## src/hdl/ppc_pkg.sv

```systemverilog
`default_nettype none
package ppc_pkg;
    localparam int MAX_HALF_WIDTH = 2;
    localparam int HIST_DEPTH     = 5;
    localparam int NUM_W          = 67;
    localparam int DEN_W          = 35;
    localparam int QUEUE_DEPTH    = 2;

    localparam logic [1:0] REG_MODE = 2'd0;
    localparam logic [1:0] REG_HW   = 2'd1;
    localparam logic [1:0] REG_MINH = 2'd2;

    typedef struct packed {
        logic [31:0] mass;
        logic [31:0] intensity;
        logic        scan_end;
    } t_in_item;

    typedef struct packed {
        logic [31:0] peak_mass;
        logic [31:0] peak_intensity;
    } t_out_item;

    // job handed from front to back
    typedef struct packed {
        logic             pass;
        logic [NUM_W-1:0] num;
        logic [DEN_W-1:0] den;
        logic [31:0]      mass;
        logic [31:0]      intensity;
    } t_job;

    typedef enum logic [1:0] {
        ST_IDLE,
        ST_DIV,
        ST_DONE
    } t_div_state;
endpackage
`default_nettype wire

```

## src/hdl/profile_peak_centroider.sv

```systemverilog
`default_nettype none
// Profile peak centroider. Samples enter through a push/full queue port, peaks leave
// through an empty/pop port. The front handles an ordinary accepted sample at once; a
// profile apex keeps it busy through one centroid tap at a time (1, 3 or 5 taps for half
// width 0, 1 or 2) while it accumulates sum(I*m) and sum(I). The back loads a job while
// idle, runs a restoring divider at one bit per cycle over every numerator bit and then
// holds the peak until it is popped, and takes no new job before that pop; closely
// spaced apexes stall the input once the two-entry job queue fills. Centroided-mode
// beats skip the divider and go from load straight to the held peak. Configure
// only while idle; registers at 4*i over APB.
module profile_peak_centroider #(
    parameter int MaxHalfWidth = ppc_pkg::MAX_HALF_WIDTH,
    parameter int QueueDepth   = ppc_pkg::QUEUE_DEPTH
) (
    input  wire logic               i_clk,
    input  wire logic               i_rst_n,
    input  wire logic               push,
    output logic                    full,
    input  wire ppc_pkg::t_in_item  i_item,
    output logic                    empty,
    input  wire logic               pop,
    output ppc_pkg::t_out_item      o_item,
    input  wire logic               psel,
    input  wire logic               penable,
    input  wire logic               pwrite,
    input  wire logic [3:0]         paddr,
    input  wire logic [31:0]        pwdata,
    output logic [31:0]             prdata,
    output logic                    pready
);
    logic        r_mode;
    logic [1:0]  r_hw;
    logic [31:0] r_minh;
    logic        fj_v, fj_r, bj_v, bj_r;
    ppc_pkg::t_job fj, bj;

    assign pready = 1'b1;

    // register writes
    always_ff @(posedge i_clk) begin
        if (!i_rst_n) begin
            r_mode <= 1'b0; r_hw <= 2'd1; r_minh <= '0;
        end else if (psel && penable && pwrite) begin
            priority case (paddr[3:2])
                ppc_pkg::REG_MODE: r_mode <= pwdata[0];
                ppc_pkg::REG_HW:   r_hw   <= pwdata[1:0];
                ppc_pkg::REG_MINH: r_minh <= pwdata;
                default: ;
            endcase
        end
    end

    always_comb begin
        priority case (paddr[3:2])
            ppc_pkg::REG_MODE: prdata = {31'd0, r_mode};
            ppc_pkg::REG_HW:   prdata = {30'd0, r_hw};
            ppc_pkg::REG_MINH: prdata = r_minh;
            default:           prdata = '0;
        endcase
    end

    ppc_front #(.MaxHalfWidth(MaxHalfWidth)) u_front (
        .i_clk, .i_rst_n, .i_push(push), .o_full(full), .i_item,
        .i_mode(r_mode), .i_half_width(r_hw), .i_min_height(r_minh),
        .o_job_valid(fj_v), .o_job(fj), .i_job_ready(fj_r)
    );

    ppc_queue #(.Depth(QueueDepth)) u_queue (
        .i_clk, .i_rst_n, .i_valid(fj_v), .o_ready(fj_r), .i_job(fj),
        .o_valid(bj_v), .i_ready(bj_r), .o_job(bj)
    );

    ppc_back u_back (
        .i_clk, .i_rst_n, .i_valid(bj_v), .o_ready(bj_r), .i_job(bj),
        .o_empty(empty), .i_pop(pop), .o_item
    );
endmodule
`default_nettype wire

```

## src/hdl/ppc_front.sv

```systemverilog
`default_nettype none
// Front: keep history, test for apex, accumulate centroid sums one tap a cycle
module ppc_front #(
    parameter int MaxHalfWidth = ppc_pkg::MAX_HALF_WIDTH
) (
    input  wire logic              i_clk,
    input  wire logic              i_rst_n,
    input  wire logic              i_push,
    output logic                   o_full,
    input  wire ppc_pkg::t_in_item i_item,
    input  wire logic              i_mode,
    input  wire logic [1:0]        i_half_width,
    input  wire logic [31:0]       i_min_height,
    output logic                   o_job_valid,
    output ppc_pkg::t_job          o_job,
    input  wire logic              i_job_ready
);
    localparam int D = ppc_pkg::HIST_DEPTH;

    logic [31:0] r_mass [D];
    logic [31:0] r_inten [D];
    logic [2:0]  r_fill;
    logic        r_busy;
    logic [2:0]  r_tap;
    logic [2:0]  r_tap_end;
    logic        r_clear;
    logic        r_out_v;
    ppc_pkg::t_job r_job;

    logic        accept;
    logic [2:0]  n_fill;
    logic [31:0] w_mass [D];
    logic [31:0] w_inten [D];
    logic [32:0] w_i0mh, w_i1mh;
    logic        apex;
    logic        take_apex;
    logic [1:0]  hw;
    logic [63:0] prod;

    assign o_full      = r_busy || (r_out_v && !i_job_ready);
    assign accept      = i_push && !o_full;
    assign o_job_valid = r_out_v;
    assign o_job       = r_job;

    // shifted history as seen by this sample
    always_comb begin
        for (int k = 0; k < D - 1; k++) begin
            w_mass[k]  = r_mass[k+1];
            w_inten[k] = r_inten[k+1];
        end
        w_mass[D-1]  = i_item.mass;
        w_inten[D-1] = i_item.intensity;
        n_fill = (r_fill < 3'(D)) ? r_fill + 3'd1 : r_fill;
        w_i0mh = {1'b0, w_inten[0]} + {1'b0, i_min_height};
        w_i1mh = {1'b0, w_inten[1]} + {1'b0, i_min_height};
        apex = (w_inten[2] > i_min_height) && ({1'b0, w_inten[2]} > w_i1mh) &&
               (w_inten[2] >= w_inten[3]) && ({1'b0, w_inten[1]} > w_i0mh) &&
               (w_inten[3] >= w_inten[4]) && (n_fill == 3'(D));
        take_apex = !i_mode && apex;
        hw = (i_half_width > 2'(MaxHalfWidth)) ? 2'(MaxHalfWidth) : i_half_width;
        prod = r_inten[r_tap] * r_mass[r_tap];
    end

    // advance history, run the tap loop, hand off job
    always_ff @(posedge i_clk) begin
        if (!i_rst_n) begin
            r_fill  <= '0;
            r_busy  <= 1'b0;
            r_out_v <= 1'b0;
            r_clear <= 1'b0;
            for (int k = 0; k < D; k++) begin
                r_mass[k]  <= '0;
                r_inten[k] <= '0;
            end
        end else begin
            // raise the job flag on a pass beat at or above the minimum height or a finished sum, drop it once taken
            if (accept) begin
                r_out_v <= i_mode && (i_item.intensity >= i_min_height);
            end else if (r_busy && r_tap == r_tap_end) begin
                r_out_v <= 1'b1;
            end else if (i_job_ready) begin
                r_out_v <= 1'b0;
            end
            if (accept) begin
                // keep the window for the tap loop even if scan ends
                for (int k = 0; k < D; k++) begin
                    r_mass[k]  <= (i_item.scan_end && !take_apex) ? '0 : w_mass[k];
                    r_inten[k] <= (i_item.scan_end && !take_apex) ? '0 : w_inten[k];
                end
                r_fill <= i_item.scan_end ? '0 : n_fill;
                r_job.mass      <= i_mode ? i_item.mass : '0;
                r_job.intensity <= i_mode ? i_item.intensity : w_inten[2];
                r_job.pass      <= i_mode;
                r_job.num       <= '0;
                r_job.den       <= '0;
                if (take_apex) begin
                    r_busy    <= 1'b1;
                    r_clear   <= i_item.scan_end;
                    r_tap     <= 3'd2 - 3'(hw);
                    r_tap_end <= 3'd2 + 3'(hw);
                end
            end else if (r_busy) begin
                r_job.num <= r_job.num + ppc_pkg::NUM_W'(prod);
                r_job.den <= r_job.den + ppc_pkg::DEN_W'(r_inten[r_tap]);
                if (r_tap == r_tap_end) begin
                    r_busy <= 1'b0;
                    if (r_clear) begin
                        for (int k = 0; k < D; k++) begin
                            r_mass[k]  <= '0;
                            r_inten[k] <= '0;
                        end
                    end
                end else begin
                    r_tap <= r_tap + 3'd1;
                end
            end
        end
    end
endmodule
`default_nettype wire

```

## src/hdl/ppc_queue.sv

```systemverilog
`default_nettype none
// Short job queue between front and back
module ppc_queue #(
    parameter int Depth = ppc_pkg::QUEUE_DEPTH
) (
    input  wire logic          i_clk,
    input  wire logic          i_rst_n,
    input  wire logic          i_valid,
    output logic               o_ready,
    input  wire ppc_pkg::t_job i_job,
    output logic               o_valid,
    input  wire logic          i_ready,
    output ppc_pkg::t_job      o_job
);
    localparam int AW = (Depth > 1) ? $clog2(Depth) : 1;
    ppc_pkg::t_job r_mem [Depth];
    logic [AW-1:0] r_wp, r_rp;
    logic [AW:0]   r_cnt;
    logic          wr, rd;

    assign o_ready = r_cnt != (AW+1)'(Depth);
    assign o_valid = r_cnt != '0;
    assign o_job   = r_mem[r_rp];
    assign wr = i_valid && o_ready;
    assign rd = o_valid && i_ready;

    always_ff @(posedge i_clk) begin
        if (!i_rst_n) begin
            r_wp <= '0; r_rp <= '0; r_cnt <= '0;
        end else begin
            if (wr) begin
                r_mem[r_wp] <= i_job;
                r_wp <= (r_wp == AW'(Depth-1)) ? '0 : r_wp + 1'b1;
            end
            if (rd) r_rp <= (r_rp == AW'(Depth-1)) ? '0 : r_rp + 1'b1;
            r_cnt <= r_cnt + (AW+1)'(wr) - (AW+1)'(rd);
        end
    end
endmodule
`default_nettype wire

```

## src/hdl/ppc_back.sv

```systemverilog
`default_nettype none
// Back: restoring divider, one quotient bit per cycle, and output register
module ppc_back (
    input  wire logic           i_clk,
    input  wire logic           i_rst_n,
    input  wire logic           i_valid,
    output logic                o_ready,
    input  wire ppc_pkg::t_job  i_job,
    output logic                o_empty,
    input  wire logic           i_pop,
    output ppc_pkg::t_out_item  o_item
);
    localparam int NW = ppc_pkg::NUM_W;
    localparam int DW = ppc_pkg::DEN_W;

    ppc_pkg::t_div_state r_st, n_st;
    logic [NW-1:0] r_num;
    logic [DW-1:0] r_den;
    logic [DW:0]   r_rem;
    logic [6:0]    r_cnt;
    logic [31:0]   r_quo;
    logic [31:0]   r_inten;
    ppc_pkg::t_out_item r_out;
    logic [DW:0]   w_sh;
    logic          w_ge;

    assign o_item  = r_out;
    assign o_empty = r_st != ppc_pkg::ST_DONE;
    assign o_ready = r_st == ppc_pkg::ST_IDLE;
    assign w_sh = {r_rem[DW-1:0], r_num[NW-1]};
    assign w_ge = w_sh >= {1'b0, r_den};

    always_comb begin
        n_st = r_st;
        unique case (r_st)
            ppc_pkg::ST_IDLE: if (i_valid) n_st = i_job.pass ? ppc_pkg::ST_DONE
                                                               : ppc_pkg::ST_DIV;
            ppc_pkg::ST_DIV:  if (r_cnt == 7'(NW-1)) n_st = ppc_pkg::ST_DONE;
            ppc_pkg::ST_DONE: if (i_pop) n_st = ppc_pkg::ST_IDLE;
            default:          n_st = ppc_pkg::ST_IDLE;
        endcase
    end

    always_ff @(posedge i_clk) begin
        if (!i_rst_n) r_st <= ppc_pkg::ST_IDLE;
        else          r_st <= n_st;
    end

    // load, shift-subtract, publish
    always_ff @(posedge i_clk) begin
        unique case (r_st)
            ppc_pkg::ST_IDLE: begin
                r_num   <= i_job.num;
                r_den   <= i_job.den;
                r_rem   <= '0;
                r_cnt   <= '0;
                r_inten <= i_job.intensity;
                r_out   <= '{peak_mass: i_job.mass, peak_intensity: i_job.intensity};
            end
            ppc_pkg::ST_DIV: begin
                r_rem <= w_ge ? w_sh - {1'b0, r_den} : w_sh;
                r_quo <= {r_quo[30:0], w_ge};
                r_num <= {r_num[NW-2:0], 1'b0};
                r_cnt <= r_cnt + 7'd1;
                if (r_cnt == 7'(NW-1))
                    r_out <= '{peak_mass: {r_quo[30:0], w_ge}, peak_intensity: r_inten};
            end
            ppc_pkg::ST_DONE: ;
            default: ;
        endcase
    end
endmodule
`default_nettype wire

```

## config.mk

```make
export PLATFORM = sky130hd
export DESIGN_NAME = profile_peak_centroider
export DESIGN_NICKNAME = d
export VERILOG_FILES = /design/src/hdl/ppc_pkg.sv /design/src/hdl/profile_peak_centroider.sv /design/src/hdl/ppc_front.sv /design/src/hdl/ppc_queue.sv /design/src/hdl/ppc_back.sv
export SDC_FILE = /design/constraint.sdc
export NUM_CORES = 2
export LEC_CHECK = 0
export ABC_CLOCK_PERIOD_IN_PS = 14300
export BUFFER_PORTS_ARGS = -buffer_cell sky130_fd_sc_hd__buf_4
export CAP_MARGIN = 15
export CORE_MARGIN = 4
export CORE_UTILIZATION = 30
export CTS_CLUSTER_DIAMETER = 150
export DETAILED_ROUTE_END_ITERATION = 10
export GPL_TIMING_DRIVEN = 0
export SLEW_MARGIN = 30
export SYNTH_ARGS = -nofsm -noshare
export SYNTH_HDL_FRONTEND = slang
export SYNTH_HIERARCHICAL = 1
export SYNTH_SLANG_ARGS = --single-unit
```

## constraint.sdc

```tcl
create_clock -name i_clk -period 14.3 [get_ports i_clk]
set_input_delay 1.43 -clock i_clk [delete_from_list [all_inputs] [get_ports i_clk]]
set_output_delay 1.43 -clock i_clk [all_outputs]
set_load 0.01 [all_outputs]
```

# --- Word level (Yosys, flattened, before mapping) ---
# Memory sizes are Yosys's and may differ from the RTL's. A register that Yosys moved wholly into a read port is not among the register bits.
# Cells that the tools add are included.
op_classes:
  add_sub_neg: 14
  n_lt_le_gt_ge: 9
  bitwise_logic: 20
  shift: 0
  n_mux: 77
  div: 0
  reduce_logical: 36
  eq_ne: 14
  mul: 1
ops:
  columns: ["op", "count"]
  rows:
  - ["32-bit two-way mux", 31]
  - ["67-bit case mux with 2 select lines", 1]
  - ["64-bit case mux with 2 select lines", 1]
  - ["102-bit two-way mux", 1]
  - ["32-bit >= comparator", 3]
  - ["32-bit case mux with 3 select lines", 1]
  - ["35-bit case mux with 2 select lines", 1]
  - ["67-bit by 64-bit adder with 67-bit output", 1]
  - ["32-bit by 32-bit adder with 33-bit output", 2]
  - ["32-bit by 33-bit > comparator with 1-bit output", 2]
  - ["32-bit by 32-bit multiplier with 64-bit output", 1]
  - ["64-bit two-way mux", 1]
  - ["36-bit by 35-bit >= comparator with 1-bit output", 1]
  - ["35-bit by 32-bit adder with 35-bit output", 1]
  - ["35-bit two-way mux", 1]
  - ["35-bit subtractor", 1]
  - ["32-bit > comparator", 1]
  - ["1-bit two-way mux", 24]
  - ["3-bit two-way mux", 8]
  - ["1-bit OR", 20]
  - ["1-bit logical AND", 15]
  - ["7-bit case mux with 2 select lines", 1]
  - ["2-bit AND reduction", 7]
  - ["2-bit two-way mux", 5]
  - ["other kinds (24)", 40]
totals:
  latchBits: 0
  ram_bits: 654
  mem_count: 3
  register_bits: 491
  elab_cells: 200
  romBits: 0
memory_table:
  columns: ["memory", "words", "word_bits", "read_ports", "rd_ports_with_merged_regs", "wr", "line", "source"]
  rows:
  - ["u_queue.r_mem", 2, 167, 1, 1, 1, "ppc_queue.sv:16", "ppc_pkg::t_job r_mem [Depth];"]
  - ["u_front.r_inten", 5, 32, 5, 1, 5, "ppc_front.sv:21", "logic [31:0] r_inten [D];"]
  - ["u_front.r_mass", 5, 32, 5, 1, 5, "ppc_front.sv:20", "logic [31:0] r_mass [D];"]

# --- Longest topological paths before layout ---
# An unclocked memory read counts as a cell.
logic_depth:
  depth_word: 14
  ltp_mapped: 33
  depth_no_buf: 29

# --- Cells and area by module ---
# Netlist, hierarchy kept.
by_module_without_submodules:
  columns: ["mod", "seq_area_each_um2", "n_inst", "area_per_inst_um2", "cells_each"]
  rows:
  - ["ppc_front", 14984.4, 1, 64738.3, 6546]
  - ["ppc_queue", 10129.7, 1, 12828.6, 545]
  - ["ppc_back", 8177.8, 1, 12726.0, 1179]
  - ["profile_peak_centroider", 700.7, 1, 1692.9, 194]

# --- Worst setup path before layout ---
# Ideal clock, no wire load.
synth_timing:
  path_kind: "input-to-reg"
  startpoint: "input push"
  endpoint: "memory u_front.r_inten[0][0], enable pin"
  slack_ps: 2209
  n_path_buf: 1
  setup_ps: 3172
  arrival_time_ps: 8919
  stages: 3
  cell_sequence: "nand2_2 -> clkbuf_1 -> nand3_1"
synth_rtl:
  columns: ["item", "line", "source"]
  rows:
  - ["from (decl)", "profile_peak_centroider.sv:17", "input wire logic push,"]
  - ["to (decl)", "ppc_front.sv:21", null]

==> impl_metrics.py <==
metrics = {
    "timing": {
        "fin_crit_sh_pct": 91.8,
        "hold_viol": 0,
        "relSlewSlack_pct": 23.4,
        "timing.fmax_mhz": 76.1,
        "finalMaxSlewViolations": 0,
        "rsz0062_at_grt": "no",
        "tightest_slew_ns": 1.15,
        "setup_violations": 0,
        "period_minus_slack_ns": 13.13,
        "finalClockSkew_ns": 0.0821,
    },
    "synth": {
        "yosysSeqAreaShare_pct": 37.0,
        "synth_most_common_cell": "inv_1",
        "netlist_instances": 8464,
        "synth_edf_count": 1098,
        "synth_ff_type": "edfxtp_1",
        "yosys.cell_types.count": 100,
        "netlist_top_cells_area": "edfxtp_1, fa_1, ha_1, inv_1, nand2_1",
        "synth_seq_cells": 1149,
        "synth_common_cells": "inv_1, nand2_1, edfxtp_1",
        "syn-num-nets": 10100,
        "synth_top_area_cell": "edfxtp_1",
        "avgSynthCellArea_um2": 10.9,
        "netlist_area_mm2": 0.0920,
        "synth-warning-count": 6,
        "yosys.area.top_type_share_pct": 35.8,
        "async_reset_ff_share_pct": 0,
    },
    "worst_setup_path": {
        "cp_num_buf_inv": 9,
        "crit_type": "flip-flop to flip-flop",
        "crit_top_cell": "fa_1",
        "path_delay_family": "adder cells",
        "cpMaxStageDelayCell": "clkbuf_1",
        "critPathMaxStageDelay_ns": 0.83,
        "reg2reg_depth": 30,
        "critPathCaptureType": "flip-flop",
        "worstPathRequired_ns": 14.90,
        "arrival_ns": 13.73,
        "cp.depth": 30,
        "worst_setup_path_start_kind": "flip-flop",
        "critical_path.max_fanout": 10,
    },
    "finish": {
        "fin_area_mm2": 0.105,
        "syn2layout_area_growth_pct": 13.7,
        "fin_nets": 10500,
        "final_layout_size_suffix_gt1_share_pct": 10.7,
        "post-route-util_pct": 34.2,
    },
    "cts": {
        "clk_path_buf_depth": 3,
        "cts.sinks": 1149,
        "htreeDepth": 4,
        "clkLatencyLatePin_ns": 0.84,
        "ctsHoldBuffers": 0,
        "post_cts_buffers": 0,
        "clkTransAtPathRegs_ns": 0.06,
        "cts_root_buf": "clkbuf_16",
        "ctsResizeCount": 0,
        "cts_buffers": 130,
        "cts_tree": "yes",
    },
    "global_route": {
        "grt_start_max_net_pins": 71,
        "grt_pass1_wl_um": 447000,
        "grt_overflow": 0,
        "grt_use_total_pct": 19.1,
        "grt_pass1_vias": 66100,
        "antenna_found_initial": 21,
    },
    "floorplan": {
        "rows": 203,
        "initial_core_util_pct": 30.1,
        "die_h_um": 562,
        "dieWidth_um": 562,
        "io_pins": 207,
        "core_mm2": 0.306,
        "dieArea_mm2": 0.316,
    },
    "pwr": {
        "peakVddDrop_mv": 0.631,
        "p_leak_nw": 45.9,
        "seq_power_share_pct": 18.5,
        "clockPowerShare_pct": 12.9,
        "comb_power_share_pct": 68.6,
        "switching_share_pct": 50.7,
        "p_int_mw": 13.4,
        "p_per_area_mw_per_mm2": 259,
        "total_power_mw": 27.1,
        "switchingPower_mw": 13.8,
    },
    "hold_path": {
        "whs_path_depth": 0,
        "hp-class": "flip-flop to flip-flop",
    },
    "outcome": {
        "status": "completed",
    },
    "placement": {
        "place_area_mm2": 0.100,
        "io_buffers": 203,
        "hpwl_um": 249000,
        "gp_congestion": 1.01,
    },
    "run": {
        "drv_cap": 0,
    },
    "detailed_routing": {
        "vias_per_cell": 5.01,
        "wl_per_cell_um": 23.3,
        "dr.pass1.iters": 6,
        "vias": 65400,
        "antenna_left": 0,
        "route.detailed.drc": 0,
        "drt-initial-drc-count": 6331,
        "totalWireLength_um": 304000,
    },
}
cells in the final DEF (no fill, tap or decap), drive strengths merged, types with 46 or more instances in the layout:
cell	count
nand2	1221
buf	351
mux4	64
clkinv	64
nor3	46
a21oi	286
nand4	54
a21o	112
xor2	76
xnor2	92
and3	350
dfxtp	51
inv	1292
fa	966
clkbuf	440
and2	107
mux2	231
mux2i	99
edfxtp	1098
a211oi	50
ha	585
nand3	66
nor2	685
o21ai	154
routing by layer:
metal / vias to the layer above / global-route usage (%) / share of wire (%)
met5: - / 0 / 0.023
met1: 33100 / 25.1 / 40
met3: 561 / 4.23 / 9.4
li1: 28800 / - / -
met4: 10 / 8.92 / 5.5
met2: 2932 / 30.0 / 45
stage by stage:
step	instances	worst slack, ns	TNS [ns]	hold slack, ns
2_1_floorplan	8464	2.21	0	0.421
3_3_place_gp	12800	-5.88	-2051.78	0.422
3_5_place_dp	12800	1.36	0	0.430
4_1_cts	13100	1.25	0	0.427
5_1_grt	13100	0.936	0	0.440
6_report	13100	1.17	0	0.437
flip-flops by register name (all words and copies together), names as in the netlist, 3 cells and up, named ones only:
register and flops:
u_back/r_den 35, u_front/r_tap 3, u_front/o_job 167, r_minh 32, u_back/r_rem 35, u_back/r_num 67, u_back/r_cnt 7, u_back/r_quo 31
u_back/r_inten 32, u_queue/r_mem 334, u_front/r_inten 160, u_front/r_fill 3, u_back/o_item 64, u_front/r_mass 160, u_front/r_tap_end 3
power groups by stage:
stage	clock network [mW]	logic [mW]	registers, mW
global route	3.71	20.8	5.08
detailed placement	0	18.1	5.09
finish	3.50	18.6	5.03
floorplan	0	12.5	5.03
global placement	0	18.1	5.15
CTS	3.59	18.3	5.03
cells by family after synthesis:
logic type,synth area share (%)
buf+inv,7.53
fa+ha+maj,29.0
flops,37.0
simple gates,13.0
compound gates,5.88
other cells,0.00408
mux,6.00
xor+xnor,1.60
final timing paths:
| kind | from | to | slack (ns) |
|---|---|---|---|
| setup / recovery | flip-flop | u_front/o_job[163] | 1.17 |
| hold / removal | u_front/o_job[54] | u_queue/r_mem[1][54] | 0.44 |
| setup reg to reg | flip-flop | u_front/o_job[163] | 1.17 |
| hold reg to reg | u_front/o_job[54] | u_queue/r_mem[1][54] | 0.44 |
final cells by class:
| type | count | area (µm²) |
|---|---|---|
| diodes | 10 | 25.0 |
| plain buffers | 389 | 2110 |
| clock buffers | 151 | 3360 |
| clock inverters | 84 | 1120 |
| fillers | 30600 | 201000 |
| inverters | 1292 | 4860 |
| multi-input cells | 5634 | 51500 |
| flip-flops and latches | 1149 | 34000 |
| well taps | 4100 | 5130 |
| repair buffers | 251 | 2540 |
worst reg2reg max path, delay by kind of cell, from the launching register on:
family                     cells  cell delay (ns)
buffers and inverters          9             3.56
and+or+nand+nor                5             1.42
muxes                          2             1.23
DFF                            1             0.32
AOI/OAI and AO/OA              5             2.02
adders and majority gates      9             4.35
Note: power is estimated with default switching activity, not from simulation.
